### src/rtl/cdq_pkg.sv
// cdq_pkg: shared constants and types for the circular deque
// field widths, operation and status codes, controller/datapath link structs
// no dependencies
package cdq_pkg;

  localparam int OP_W       = 2;
  localparam int VAL_W      = 32;
  localparam int STAT_W     = 2;
  localparam int CFG_W      = 7;
  localparam int CNT_OUT_W  = 7;
  localparam int IN_TDATA_W = 32;
  localparam int OUT_TDATA_W = 112;

  localparam logic [OP_W-1:0] OP_PUSH_FRONT = 2'd0;
  localparam logic [OP_W-1:0] OP_PUSH_REAR  = 2'd1;
  localparam logic [OP_W-1:0] OP_POP_FRONT  = 2'd2;
  localparam logic [OP_W-1:0] OP_POP_REAR   = 2'd3;

  localparam logic [STAT_W-1:0] STAT_DONE  = 2'd0;
  localparam logic [STAT_W-1:0] STAT_FULL  = 2'd1;
  localparam logic [STAT_W-1:0] STAT_EMPTY = 2'd2;

  typedef struct packed {
    logic exec;
    logic load;
  } cmd_t;

  typedef struct packed {
    logic need_read;
  } sts_t;

endpackage

### src/rtl/cdq_ctrl.sv
// cdq_ctrl: sequencer for the circular deque, one item at a time
// issues execute and load commands to cdq_dpath, drives the handshakes
// depends on cdq_pkg
module cdq_ctrl (
  input  logic         clk,
  input  logic         rst_n,
  input  logic         in_tvalid,
  output logic         in_tready,
  output logic         out_tvalid,
  input  logic         out_tready,
  input  cdq_pkg::sts_t sts,
  output cdq_pkg::cmd_t cmd
);

  localparam logic [1:0] S_IDLE = 2'd0;
  localparam logic [1:0] S_READ = 2'd1;
  localparam logic [1:0] S_OUT  = 2'd2;

  logic [1:0] state_r;
  logic [1:0] state_nxt;

  assign in_tready  = (state_r == S_IDLE);
  assign out_tvalid = (state_r == S_OUT);
  assign cmd.exec   = in_tvalid && in_tready;
  assign cmd.load   = (state_r == S_READ);

  always_comb begin
    state_nxt = state_r;
    case (state_r)
      S_IDLE: begin
        if (cmd.exec) begin
          state_nxt = sts.need_read ? S_READ : S_OUT;
        end
      end
      S_READ: begin
        state_nxt = S_OUT;
      end
      S_OUT: begin
        if (out_tready) begin
          state_nxt = S_IDLE;
        end
      end
      default: begin
        state_nxt = S_IDLE;
      end
    endcase
  end

  always_ff @(posedge clk) begin
    if (!rst_n) begin
      state_r <= S_IDLE;
    end else begin
      state_r <= state_nxt;
    end
  end

endmodule

### src/rtl/cdq_dpath.sv
// cdq_dpath: ring store, pointers, count and cached end values of the deque
// executes one operation per exec command, refills an end value on load
// depends on cdq_pkg
module cdq_dpath #(
  parameter int MAX_ENTRIES = 64,
  parameter int DATA_BITS   = 32
) (
  input  logic                             clk,
  input  logic                             rst_n,
  input  cdq_pkg::cmd_t                    cmd,
  output cdq_pkg::sts_t                    sts,
  input  logic [cdq_pkg::OP_W-1:0]         op,
  input  logic [cdq_pkg::VAL_W-1:0]        value_in,
  input  logic                             cfg_wr_en,
  input  logic [cdq_pkg::CFG_W-1:0]        cfg_wr_data,
  output logic [cdq_pkg::STAT_W-1:0]       status,
  output logic [cdq_pkg::VAL_W-1:0]        popped_value,
  output logic [cdq_pkg::VAL_W-1:0]        front_value,
  output logic [cdq_pkg::VAL_W-1:0]        rear_value,
  output logic                             is_empty,
  output logic                             is_full,
  output logic [cdq_pkg::CNT_OUT_W-1:0]    entry_count
);

  localparam int IDX_W = (MAX_ENTRIES > 1) ? $clog2(MAX_ENTRIES) : 1;
  localparam int CAP_W = $clog2(MAX_ENTRIES + 1);
  localparam int CMP_W = (CAP_W > cdq_pkg::CFG_W) ? CAP_W : cdq_pkg::CFG_W;

  logic [DATA_BITS-1:0] mem [MAX_ENTRIES];
  logic [DATA_BITS-1:0] rd_data_r;

  logic [IDX_W-1:0]     front_idx_r, front_idx_nxt;
  logic [IDX_W-1:0]     rear_idx_r, rear_idx_nxt;
  logic [CAP_W-1:0]     count_r, count_nxt;
  logic [CAP_W-1:0]     cap_r, cap_nxt;
  logic                 empty_r, empty_nxt;
  logic [DATA_BITS-1:0] front_val_r, front_val_nxt;
  logic [DATA_BITS-1:0] rear_val_r, rear_val_nxt;
  logic [cdq_pkg::STAT_W-1:0] status_r, status_nxt;
  logic [DATA_BITS-1:0] popped_r, popped_nxt;
  logic                 refill_front_r, refill_front_nxt;

  logic                 wr_en;
  logic [IDX_W-1:0]     wr_addr;
  logic [IDX_W-1:0]     rd_addr;
  logic [DATA_BITS-1:0] v_ext;
  logic [IDX_W-1:0]     front_dec, front_inc, rear_dec, rear_inc;
  logic [CMP_W-1:0]     cfg_ext;
  logic                 is_push;

  assign v_ext   = DATA_BITS'(value_in);
  assign cfg_ext = CMP_W'(cfg_wr_data);
  assign is_push = (op == cdq_pkg::OP_PUSH_FRONT) || (op == cdq_pkg::OP_PUSH_REAR);

  // ring step with wrap at the configured capacity
  assign front_dec = (front_idx_r == '0) ? IDX_W'(cap_r - 1'b1) : front_idx_r - 1'b1;
  assign rear_dec  = (rear_idx_r == '0) ? IDX_W'(cap_r - 1'b1) : rear_idx_r - 1'b1;
  assign front_inc = ((CAP_W+1)'(front_idx_r) + 1'b1 >= (CAP_W+1)'(cap_r)) ? '0
                   : front_idx_r + 1'b1;
  assign rear_inc  = ((CAP_W+1)'(rear_idx_r) + 1'b1 >= (CAP_W+1)'(cap_r)) ? '0
                   : rear_idx_r + 1'b1;

  always_comb begin
    front_idx_nxt    = front_idx_r;
    rear_idx_nxt     = rear_idx_r;
    count_nxt        = count_r;
    cap_nxt          = cap_r;
    empty_nxt        = empty_r;
    front_val_nxt    = front_val_r;
    rear_val_nxt     = rear_val_r;
    status_nxt       = status_r;
    popped_nxt       = popped_r;
    refill_front_nxt = refill_front_r;
    wr_en            = 1'b0;
    wr_addr          = front_idx_r;
    rd_addr          = front_idx_r;
    sts.need_read    = 1'b0;

    if (cmd.exec) begin
      status_nxt = cdq_pkg::STAT_DONE;
      popped_nxt = '0;
      if (is_push) begin
        if (count_r >= cap_r) begin
          status_nxt = cdq_pkg::STAT_FULL;
        end else if (empty_r) begin
          front_idx_nxt = '0;
          rear_idx_nxt  = '0;
          empty_nxt     = 1'b0;
          count_nxt     = CAP_W'(1);
          front_val_nxt = v_ext;
          rear_val_nxt  = v_ext;
          wr_en         = 1'b1;
          wr_addr       = '0;
        end else if (op == cdq_pkg::OP_PUSH_FRONT) begin
          front_idx_nxt = front_dec;
          count_nxt     = count_r + 1'b1;
          front_val_nxt = v_ext;
          wr_en         = 1'b1;
          wr_addr       = front_dec;
        end else begin
          rear_idx_nxt  = rear_inc;
          count_nxt     = count_r + 1'b1;
          rear_val_nxt  = v_ext;
          wr_en         = 1'b1;
          wr_addr       = rear_inc;
        end
      end else if (empty_r) begin
        status_nxt = cdq_pkg::STAT_EMPTY;
      end else begin
        count_nxt = count_r - 1'b1;
        if (op == cdq_pkg::OP_POP_FRONT) begin
          popped_nxt = front_val_r;
        end else begin
          popped_nxt = rear_val_r;
        end
        if (count_r == CAP_W'(1)) begin
          empty_nxt = 1'b1;
        end else if (op == cdq_pkg::OP_POP_FRONT) begin
          front_idx_nxt    = front_inc;
          rd_addr          = front_inc;
          refill_front_nxt = 1'b1;
          sts.need_read    = 1'b1;
        end else begin
          rear_idx_nxt     = rear_dec;
          rd_addr          = rear_dec;
          refill_front_nxt = 1'b0;
          sts.need_read    = 1'b1;
        end
      end
    end

    if (cmd.load) begin
      if (refill_front_r) begin
        front_val_nxt = rd_data_r;
      end else begin
        rear_val_nxt = rd_data_r;
      end
    end

    // capacity only moves while empty; out-of-range values clamp
    if (cfg_wr_en && empty_r) begin
      if (cfg_ext == '0) begin
        cap_nxt = CAP_W'(1);
      end else if (cfg_ext > CMP_W'(MAX_ENTRIES)) begin
        cap_nxt = CAP_W'(MAX_ENTRIES);
      end else begin
        cap_nxt = CAP_W'(cfg_ext);
      end
      front_idx_nxt = '0;
      rear_idx_nxt  = '0;
    end
  end

  always_ff @(posedge clk) begin
    if (wr_en) begin
      mem[wr_addr] <= v_ext;
    end
    rd_data_r <= mem[rd_addr];
  end

  always_ff @(posedge clk) begin
    if (!rst_n) begin
      front_idx_r <= '0;
      rear_idx_r  <= '0;
      count_r     <= '0;
      cap_r       <= CAP_W'(MAX_ENTRIES);
      empty_r     <= 1'b1;
    end else begin
      front_idx_r <= front_idx_nxt;
      rear_idx_r  <= rear_idx_nxt;
      count_r     <= count_nxt;
      cap_r       <= cap_nxt;
      empty_r     <= empty_nxt;
    end
  end

  always_ff @(posedge clk) begin
    front_val_r    <= front_val_nxt;
    rear_val_r     <= rear_val_nxt;
    status_r       <= status_nxt;
    popped_r       <= popped_nxt;
    refill_front_r <= refill_front_nxt;
  end

  assign status       = status_r;
  assign popped_value = cdq_pkg::VAL_W'(popped_r);
  assign front_value  = empty_r ? '0 : cdq_pkg::VAL_W'(front_val_r);
  assign rear_value   = empty_r ? '0 : cdq_pkg::VAL_W'(rear_val_r);
  assign is_empty     = empty_r;
  assign is_full      = (count_r == cap_r);
  assign entry_count  = cdq_pkg::CNT_OUT_W'(count_r);

`ifndef SYNTHESIS
  a_count_le_cap: assert property (@(posedge clk) disable iff (!rst_n)
    count_r <= cap_r) else $error("entry count above capacity");

  a_empty_matches_count: assert property (@(posedge clk) disable iff (!rst_n)
    empty_r == (count_r == '0)) else $error("empty flag disagrees with count");

  a_reject_keeps_count: assert property (@(posedge clk) disable iff (!rst_n)
    cmd.exec && (status_nxt != cdq_pkg::STAT_DONE) |=> $stable(count_r))
    else $error("rejected item changed the count");

  a_cap_stable_when_busy: assert property (@(posedge clk) disable iff (!rst_n)
    !empty_r |=> $stable(cap_r)) else $error("capacity changed while holding items");
`endif

endmodule

### src/rtl/circular_deque.sv
// circular_deque: double-ended queue on a ring store with configurable capacity
// result: valid in the cycle after accept; a pop that leaves items passes through S_READ first
// items are handled one at a time: a new item is accepted only after the result is taken
// and after the store's registered read port has refilled the new end value after a pop
// reset: pointers to entry 0, deque empty, capacity MAX_ENTRIES; store not cleared
// depends on cdq_pkg, cdq_ctrl, cdq_dpath
module circular_deque #(
  parameter int MAX_ENTRIES = 64,
  parameter int DATA_BITS   = 32
) (
  input  logic                                clk,
  input  logic                                rst_n,
  input  logic                                in_tvalid,
  output logic                                in_tready,
  // value_in[31:0]
  input  logic [cdq_pkg::IN_TDATA_W-1:0]      in_tdata,
  // operation[1:0]
  input  logic [cdq_pkg::OP_W-1:0]            in_tuser,
  output logic                                out_tvalid,
  input  logic                                out_tready,
  // popped_value[31:0], front_value[63:32], rear_value[95:64], is_empty[96],
  // is_full[97], entry_count[104:98], zero[111:105]
  output logic [cdq_pkg::OUT_TDATA_W-1:0]     out_tdata,
  // status[1:0]
  output logic [cdq_pkg::STAT_W-1:0]          out_tuser,
  input  logic                                cfg_wr_en,
  input  logic [cdq_pkg::CFG_W-1:0]           cfg_wr_data
);

  cdq_pkg::cmd_t cmd;
  cdq_pkg::sts_t sts;

  logic [cdq_pkg::VAL_W-1:0]     popped_value;
  logic [cdq_pkg::VAL_W-1:0]     front_value;
  logic [cdq_pkg::VAL_W-1:0]     rear_value;
  logic                          is_empty;
  logic                          is_full;
  logic [cdq_pkg::CNT_OUT_W-1:0] entry_count;

  cdq_ctrl u_ctrl (
    .clk        (clk),
    .rst_n      (rst_n),
    .in_tvalid  (in_tvalid),
    .in_tready  (in_tready),
    .out_tvalid (out_tvalid),
    .out_tready (out_tready),
    .sts        (sts),
    .cmd        (cmd)
  );

  cdq_dpath #(
    .MAX_ENTRIES (MAX_ENTRIES),
    .DATA_BITS   (DATA_BITS)
  ) u_dpath (
    .clk          (clk),
    .rst_n        (rst_n),
    .cmd          (cmd),
    .sts          (sts),
    .op           (in_tuser),
    .value_in     (in_tdata),
    .cfg_wr_en    (cfg_wr_en),
    .cfg_wr_data  (cfg_wr_data),
    .status       (out_tuser),
    .popped_value (popped_value),
    .front_value  (front_value),
    .rear_value   (rear_value),
    .is_empty     (is_empty),
    .is_full      (is_full),
    .entry_count  (entry_count)
  );

  assign out_tdata = {7'd0, entry_count, is_full, is_empty,
                      rear_value, front_value, popped_value};

endmodule

### config.mk
export PLATFORM = sky130hd
export DESIGN_NAME = circular_deque
export DESIGN_NICKNAME = d
export VERILOG_FILES = /design/src/rtl/cdq_pkg.sv /design/src/rtl/cdq_ctrl.sv /design/src/rtl/cdq_dpath.sv /design/src/rtl/circular_deque.sv
export SDC_FILE = /design/constraint.sdc
export NUM_CORES = 2
export LEC_CHECK = 0
export BUFFER_PORTS_ARGS = -buffer_cell sky130_fd_sc_hd__buf_4
export CORE_AREA = 3 3 497 400
export CTS_CLUSTER_DIAMETER = 30
export DETAILED_ROUTE_END_ITERATION = 8
export DIE_AREA = 0 0 500 403
export GPL_TIMING_DRIVEN = 0
export HOLD_SLACK_MARGIN = 0.03
export PLACE_DENSITY_LB_ADDON = 0.1
export SKIP_CTS_REPAIR_TIMING = 1
export SYNTH_ARGS = -nofsm -noshare
export SYNTH_HDL_FRONTEND = slang
export SYNTH_SLANG_ARGS = --single-unit
### constraint.sdc
create_clock -name clk -period 8.1 [get_ports clk]
set_input_delay 1.62 -clock clk [delete_from_list [all_inputs] [get_ports clk]]
set_output_delay 1.62 -clock clk [all_outputs]
set_load 0.05 [all_outputs]
# After elaboration in Yosys (flattened, before gate mapping)
# Memory sizes are Yosys's and may differ from the RTL's. A register that Yosys moved wholly into a read port is not among the register bits.
# Index checks and enable logic that the tools add are counted.
# totals
reg_bits,128
ram_bits,2048
out_inout_bits,116
memories,1
# memory_table
name,depth,width,read_ports,rd_ports_with_merged_regs,write_ports,line,text
u_dpath.mem,64,32,1,1,1,cdq_dpath.sv:29,logic [DATA_BITS-1:0] mem [MAX_ENTRIES];
# classes
add_sub_neg,9
n_lt_le_gt_ge,4
n_eq_ne,14
n_mux,72
bitwise,4
n_reduce_logical,17
# ops
operator,count
$mux W32,17
$mux W6,28
$mux W7,6
$ge A7 B7 Y1,3
$sub A6 B1 Y6 const B,3
$mux W1,15
$add A6 B1 Y7 const B,2
$add A6 B1 Y6 const B,2
$logic_not A6 Y1,2
$reduce_and A6 Y1,2
$mux W2,5
$add A7 B1 Y7 const B,1
$eq A7 B1 Y1 const B,1
$eq A7 B7 Y1,1
$gt A7 B7 Y1 const B,1
$logic_not A7 Y1,1
$sub A7 B1 Y7 const B,1
$ne A2 B1 Y1 const B,3
$ne A2 B2 Y1 const B,3
$ne A3 B2 Y1 const B,2
$pmux W2 S3,1
$eq A2 B1 Y1 const B,2
$eq A2 B2 Y1 const B,2
$logic_not A2 Y1,2
other kinds (8),14

# Longest topological paths before layout
# depth
word_depth,8
mapped_depth,21

# Hierarchy
# Synthesis repeated with hierarchy kept, for this count alone.
# unflattened
cells_unflattened,6577
hier_area_um2,90100.2
# modules_own_cells
mod,n_inst,cells_per_inst,area_each_um2,seq_area_each_um2
cdq_dpath,1,6555,89921.2,65012.4
cdq_ctrl,1,12,107.6,40.0
circular_deque,1,10,71.3,0.0

# Worst setup path after synthesis
# Ideal clock, no wire load.
# synth_timing
kind,in2reg
startpoint,input port in_tvalid
endpoint,"memory u_dpath.mem[13][0], enable pin"
setup_time_ns,0.468
arrival_time_ns,6.421
setup_slack_ns,1.211
cell_stages,7
path_cell_list,or3b_1 inv_1 nand4_1 clkbuf_1 a22oi_1 nand2_1 nor3b_1
# synth_lines
item,line,text
start: declaration,circular_deque.sv:13,"input logic in_tvalid,"
end: declaration,cdq_dpath.sv:29,

# Worst setup path after layout
# layout_timing
startpoint,register u_dpath.front_idx_r[0]
endpoint,"register u_dpath.rd_data_r[28], read port of u_dpath.mem"
# layout_via
elab_chain_len,8
elab_cells_between_ends,9
# layout_rtl
item,line,text
start: declaration,cdq_dpath.sv:32,"logic [IDX_W-1:0] front_idx_r, front_idx_nxt;"
start signal: assignment,cdq_dpath.sv:169,front_idx_r <= front_idx_nxt;
$add A6 B1 Y7,cdq_dpath.sv:58,assign front_inc = ((CAP_W+1)'(front_idx_r) + 1'b1 >= (CAP_W+1)'(cap_r)) ? '0
$ge A7 B7 Y1,cdq_dpath.sv:58,
$mux W6,cdq_dpath.sv:58,
$mux W6,cdq_dpath.sv:118,end else if (op == cdq_pkg::OP_POP_FRONT) begin
$mux W6,cdq_dpath.sv:116,if (count_r == CAP_W'(1)) begin
$mux W6,cdq_dpath.sv:107,end else if (empty_r) begin
$mux W6,cdq_dpath.sv:82,if (is_push) begin
$mux W6 (*),cdq_dpath.sv:79,if (cmd.exec) begin
end: declaration,cdq_dpath.sv:30,logic [DATA_BITS-1:0] rd_data_r;
# Every way passes the cells marked *; elsewhere a longest branch is shown, timed or not.
# A chain may end at the register's enable or synchronous reset.

==> run_results.csv <==
group,metric,value,unit
critical_path,critPathKind,"reg2reg",
yosys,ys_seq_area_share,74.6,%
routing,post_drt_wl_per_cell,33.2,µm
routing,antenna_left,0,
critical_path,r2r-end,"u_dpath.rd_data_r[28]",
floorplanning,core_area,195000,µm²
grt,grt-ovfl-total,0,
sta,relSlewSlack,8.10,%
yosys,yosysTopAreaCell,"edfxtp_1",
sta,slew_violations,0,
routing,dr_wl_met3,36.5,mm
sta,worst_pin_slew,1370,ps
clock_tree,clock-sinks,2208,
sta,rsz0062_at_grt,"no",
sta,timing.fmax,0.138,GHz
final_layout,area_delta_synth_final,24.5,%
yosys,synth_flop_cell,"edfxtp_1",
sta,setup_viol,0,
sta,finalCritPeriodShare,89.3,%
critical_path,required,8880,ps
grt,grt_max_degree,67,
placement,gp_congestion,0.923,
sta,fin_skew,88.9,ps
yosys,async_flop_share,0,%
critical_path,critPathMaxFanout,10,
final_layout,drive_gt1_share,22.8,%
yosys,synth-edff-count,2083,
yosys,syn_inst,5490,
critical_path,worst-path-buf-inv,3,
critical_path,crit_path_cell_trace,"ha_1 > nand3_1 > xnor2_1 > ha_1 > a21oi_1 > o21ai_0 > a211oi_1 > o31ai_1 > buf_4 > buf_2 > buf_2 > mux4_2 > a22oi_1 > nand4_1 > nand3b_1",
clock_tree,clk_latency,980,ps
clock_tree,cts.path.max_buffers,4,
floorplanning,start_util,44.8,%
sta,setup_ws,869,ps
critical_path,crit_path_end_kind,"register",
clock_tree,cts-root-buf,"clkbuf_16",
clock_tree,htreeDepth,5,
yosys,synth_area_leaders,"edfxtp_1 (72%), mux4_2 (7.0%), nand2_1 (4.3%), nand3_1 (3.1%), dfxtp_1 (2.9%)",
yosys,synth.distinct_cells,79,
critical_path,ff2ff_setup_slack,870,ps
critical_path,worst_setup_path_start_kind,"register",
grt,antenna_found_initial,24,
sta,hold_viol_final,0,
routing,dr.pass1.iters,8,
clock_tree,cts_buffers,436,
worst_hold_path,min_path_type,"reg2reg",
floorplanning,ios,162,
job,maxCapViolCount,0,
floorplanning,rows,145,
clock_tree,clk_transition_reported_paths,50,ps
routing,wl,304,mm
floorplanning,dieArea,202000,µm²
worst_hold_path,holdCritStartpoint,"u_dpath.rd_data_r[7]",
power,peakVddDrop,0.000254,V
routing,drt-met1-wl,130,mm
yosys,synth_most_common_cell,"edfxtp_1",
sta,min_period,7230,ps
yosys,synth.avg_cell_area,15.9,µm²
floorplanning,fp.dieH,403,µm
placement,pre_cts_slack,766,ps
power,finalPower,33.1,mW
yosys,syn_area,87200,µm²
routing,dr_total_vias,55237,
yosys,synth_warnings,0,
critical_path,cp_data_arrival_time,8010,ps
critical_path,crit_family,"compound AO/OA/AOI/OAI gates",
routing,maxUsedRoutingLayer,"met5",
critical_path,slowest_stage,"o31ai_1",
routing,drtIter0Drc,8648,
final_layout,postLayoutCellArea,109000,µm²
routing,route.met2.wl,129,mm
routing,drc_errors,0,
critical_path,r2r_cells,15,
worst_hold_path,hold_path_depth,2,
routing,via_per_inst,6.04,
clock_tree,cts_tree,"built",
placement,hpwl,204,mm
worst_hold_path,hold_path_end,"u_dpath.rear_val_r[7]",
power,p_leak,37.4,nW
grt,grt_pass1_vias,52424,
placement,placed_cell_area,93900,µm²
power,cellPowerDensity,305,nW/µm²
placement,io_buffers,153,
grt,globalRouteTotalUtil,29.9,%
sta,hold_slack,450,ps
grt,grt_pass1_wl,419,mm
floorplanning,die_width,500,µm
final_layout,num-nets-final,6272,
final_layout,n_fill_cell,15348,
yosys,synth_seq_cells,2208,
yosys,yosys-top-cells-count,"edfxtp_1 (2083), nand2_1 (995), nand3_1 (533)",
critical_path,slowest_delay,920,ps
yosys,synth_top_area_share,71.8,%
run_status,outcome,"finished, final reports clean",
critical_path,reg2reg_from,"u_dpath.front_idx_r[0]",
worst register-to-register path: cells and delay by family, from the launching register on:
family,cells,cell delay [ps]
XOR/XNOR,1,410
flip-flops,1,580
adder cells (fa/ha/maj),2,560
AND/OR/NAND/NOR,3,1430
buffers and inverters,3,1430
multiplexers,1,570
AO/OA/AOI/OAI,5,2080
flip-flops by register name (all words and copies together) (netlist names):
register / flops
u_dpath.mem: 2048
u_dpath.front_val_r: 32
u_dpath.popped_value: 32
u_dpath.rd_data_r: 32
u_dpath.rear_val_r: 32
u_dpath.cap_r: 7
u_dpath.entry_count: 7
u_dpath.front_idx_r: 6
u_dpath.rear_idx_r: 6
u_ctrl.state_r: 2
u_dpath.status: 2
u_dpath.is_empty: 1
u_dpath.refill_front_r: 1
stage by stage:
step / util (%) / setup TNS [ps] / std cells
floorplan: - / 0 / 5496
global placement: 47.0 / -2877010 / 8221
detailed placement: 48.2 / 0 / 8329
CTS: 55.7 / 0 / 9116
global route: 55.7 / 0 / 9117
finish: 55.7 / 0 / 9145
layer usage:
layer	vias to the layer above	GRT usage, %
met1	28807	45.0
li1	22803	-
met5	-	0
met2	3196	41.8
met4	10	8.69
met3	421	8.97
worst max-delay path by stage:
stage	start	endpoint	slack [ps]	cells past startpoint
after CTS	u_dpath.front_idx_r[0]	u_dpath.rd_data_r[6]	1220	16
after global placement	in_tvalid	u_dpath.mem[29][15]	-4040	8
after floorplan	in_tvalid	u_dpath.mem[13][0]	1210	7
final	u_dpath.front_idx_r[0]	u_dpath.rd_data_r[28]	870	15
after detailed placement	in_tuser[1]	u_dpath.rd_data_r[6]	770	15
after global routing	u_dpath.front_idx_r[0]	u_dpath.rd_data_r[16]	890	16
cell families after synthesis:
kind of cell / count (synthesis) / share of synthesized area [%]
compound gates: 441 / 3.52
xor+xnor: 19 / 0.191
fa+ha+maj: 31 / 0.445
buf+inv: 361 / 2.01
flops: 2208 / 74.6
mux: 413 / 8.74
other cells: 1 / 0.00430
simple gates: 2016 / 10.5
layout make-up:
type | count | area [µm²] | area share [%]
clock inverter | 294 | 3280 | 3.02
timing repair buffer | 261 | 2970 | 2.74
sequential | 2208 | 65100 | 59.9
buffer | 336 | 1660 | 1.53
antenna | 29 | 72.6 | 0.0669
inverter | 25 | 93.8 | 0.0865
multi-input combinational | 2927 | 20900 | 19.2
clock buffer | 493 | 11300 | 10.4
tap | 2572 | 3220 | 2.97
power breakdown:
group	internal [mW]	switching, mW	leakage (nW)
logic	0.690	1.67	10.6
registers	12.7	0.194	19.8
clock network	11.8	5.97	7.01
layout by cell type (no fill, tap or decap), types with 23 or more instances in the layout:
| cell type | count |
|---|---|
| a21oi_1 | 77 |
| a22oi_1 | 122 |
| a31oi_1 | 37 |
| a32oi_1 | 38 |
| and3_1 | 42 |
| buf_1 | 24 |
| buf_12 | 43 |
| buf_2 | 113 |
| buf_4 | 202 |
| buf_6 | 52 |
| bufinv_16 | 59 |
| clkbuf_1 | 188 |
| clkbuf_16 | 441 |
| clkinv_1 | 54 |
| clkinv_2 | 72 |
| clkinv_4 | 31 |
| clkinvlp_4 | 52 |
| dfxtp_1 | 125 |
| diode_2 | 29 |
| edfxtp_1 | 2083 |
| ha_1 | 31 |
| inv_6 | 23 |
| mux2i_1 | 135 |
| mux4_2 | 272 |
| nand2_1 | 995 |
| nand3_1 | 533 |
| nand4_1 | 76 |
| nor2_1 | 121 |
| nor2_4 | 53 |
| nor2b_1 | 76 |
| nor3_1 | 23 |
| o211ai_1 | 28 |
| o21ai_0 | 54 |
Note: power is estimated with default switching activity, not from simulation.
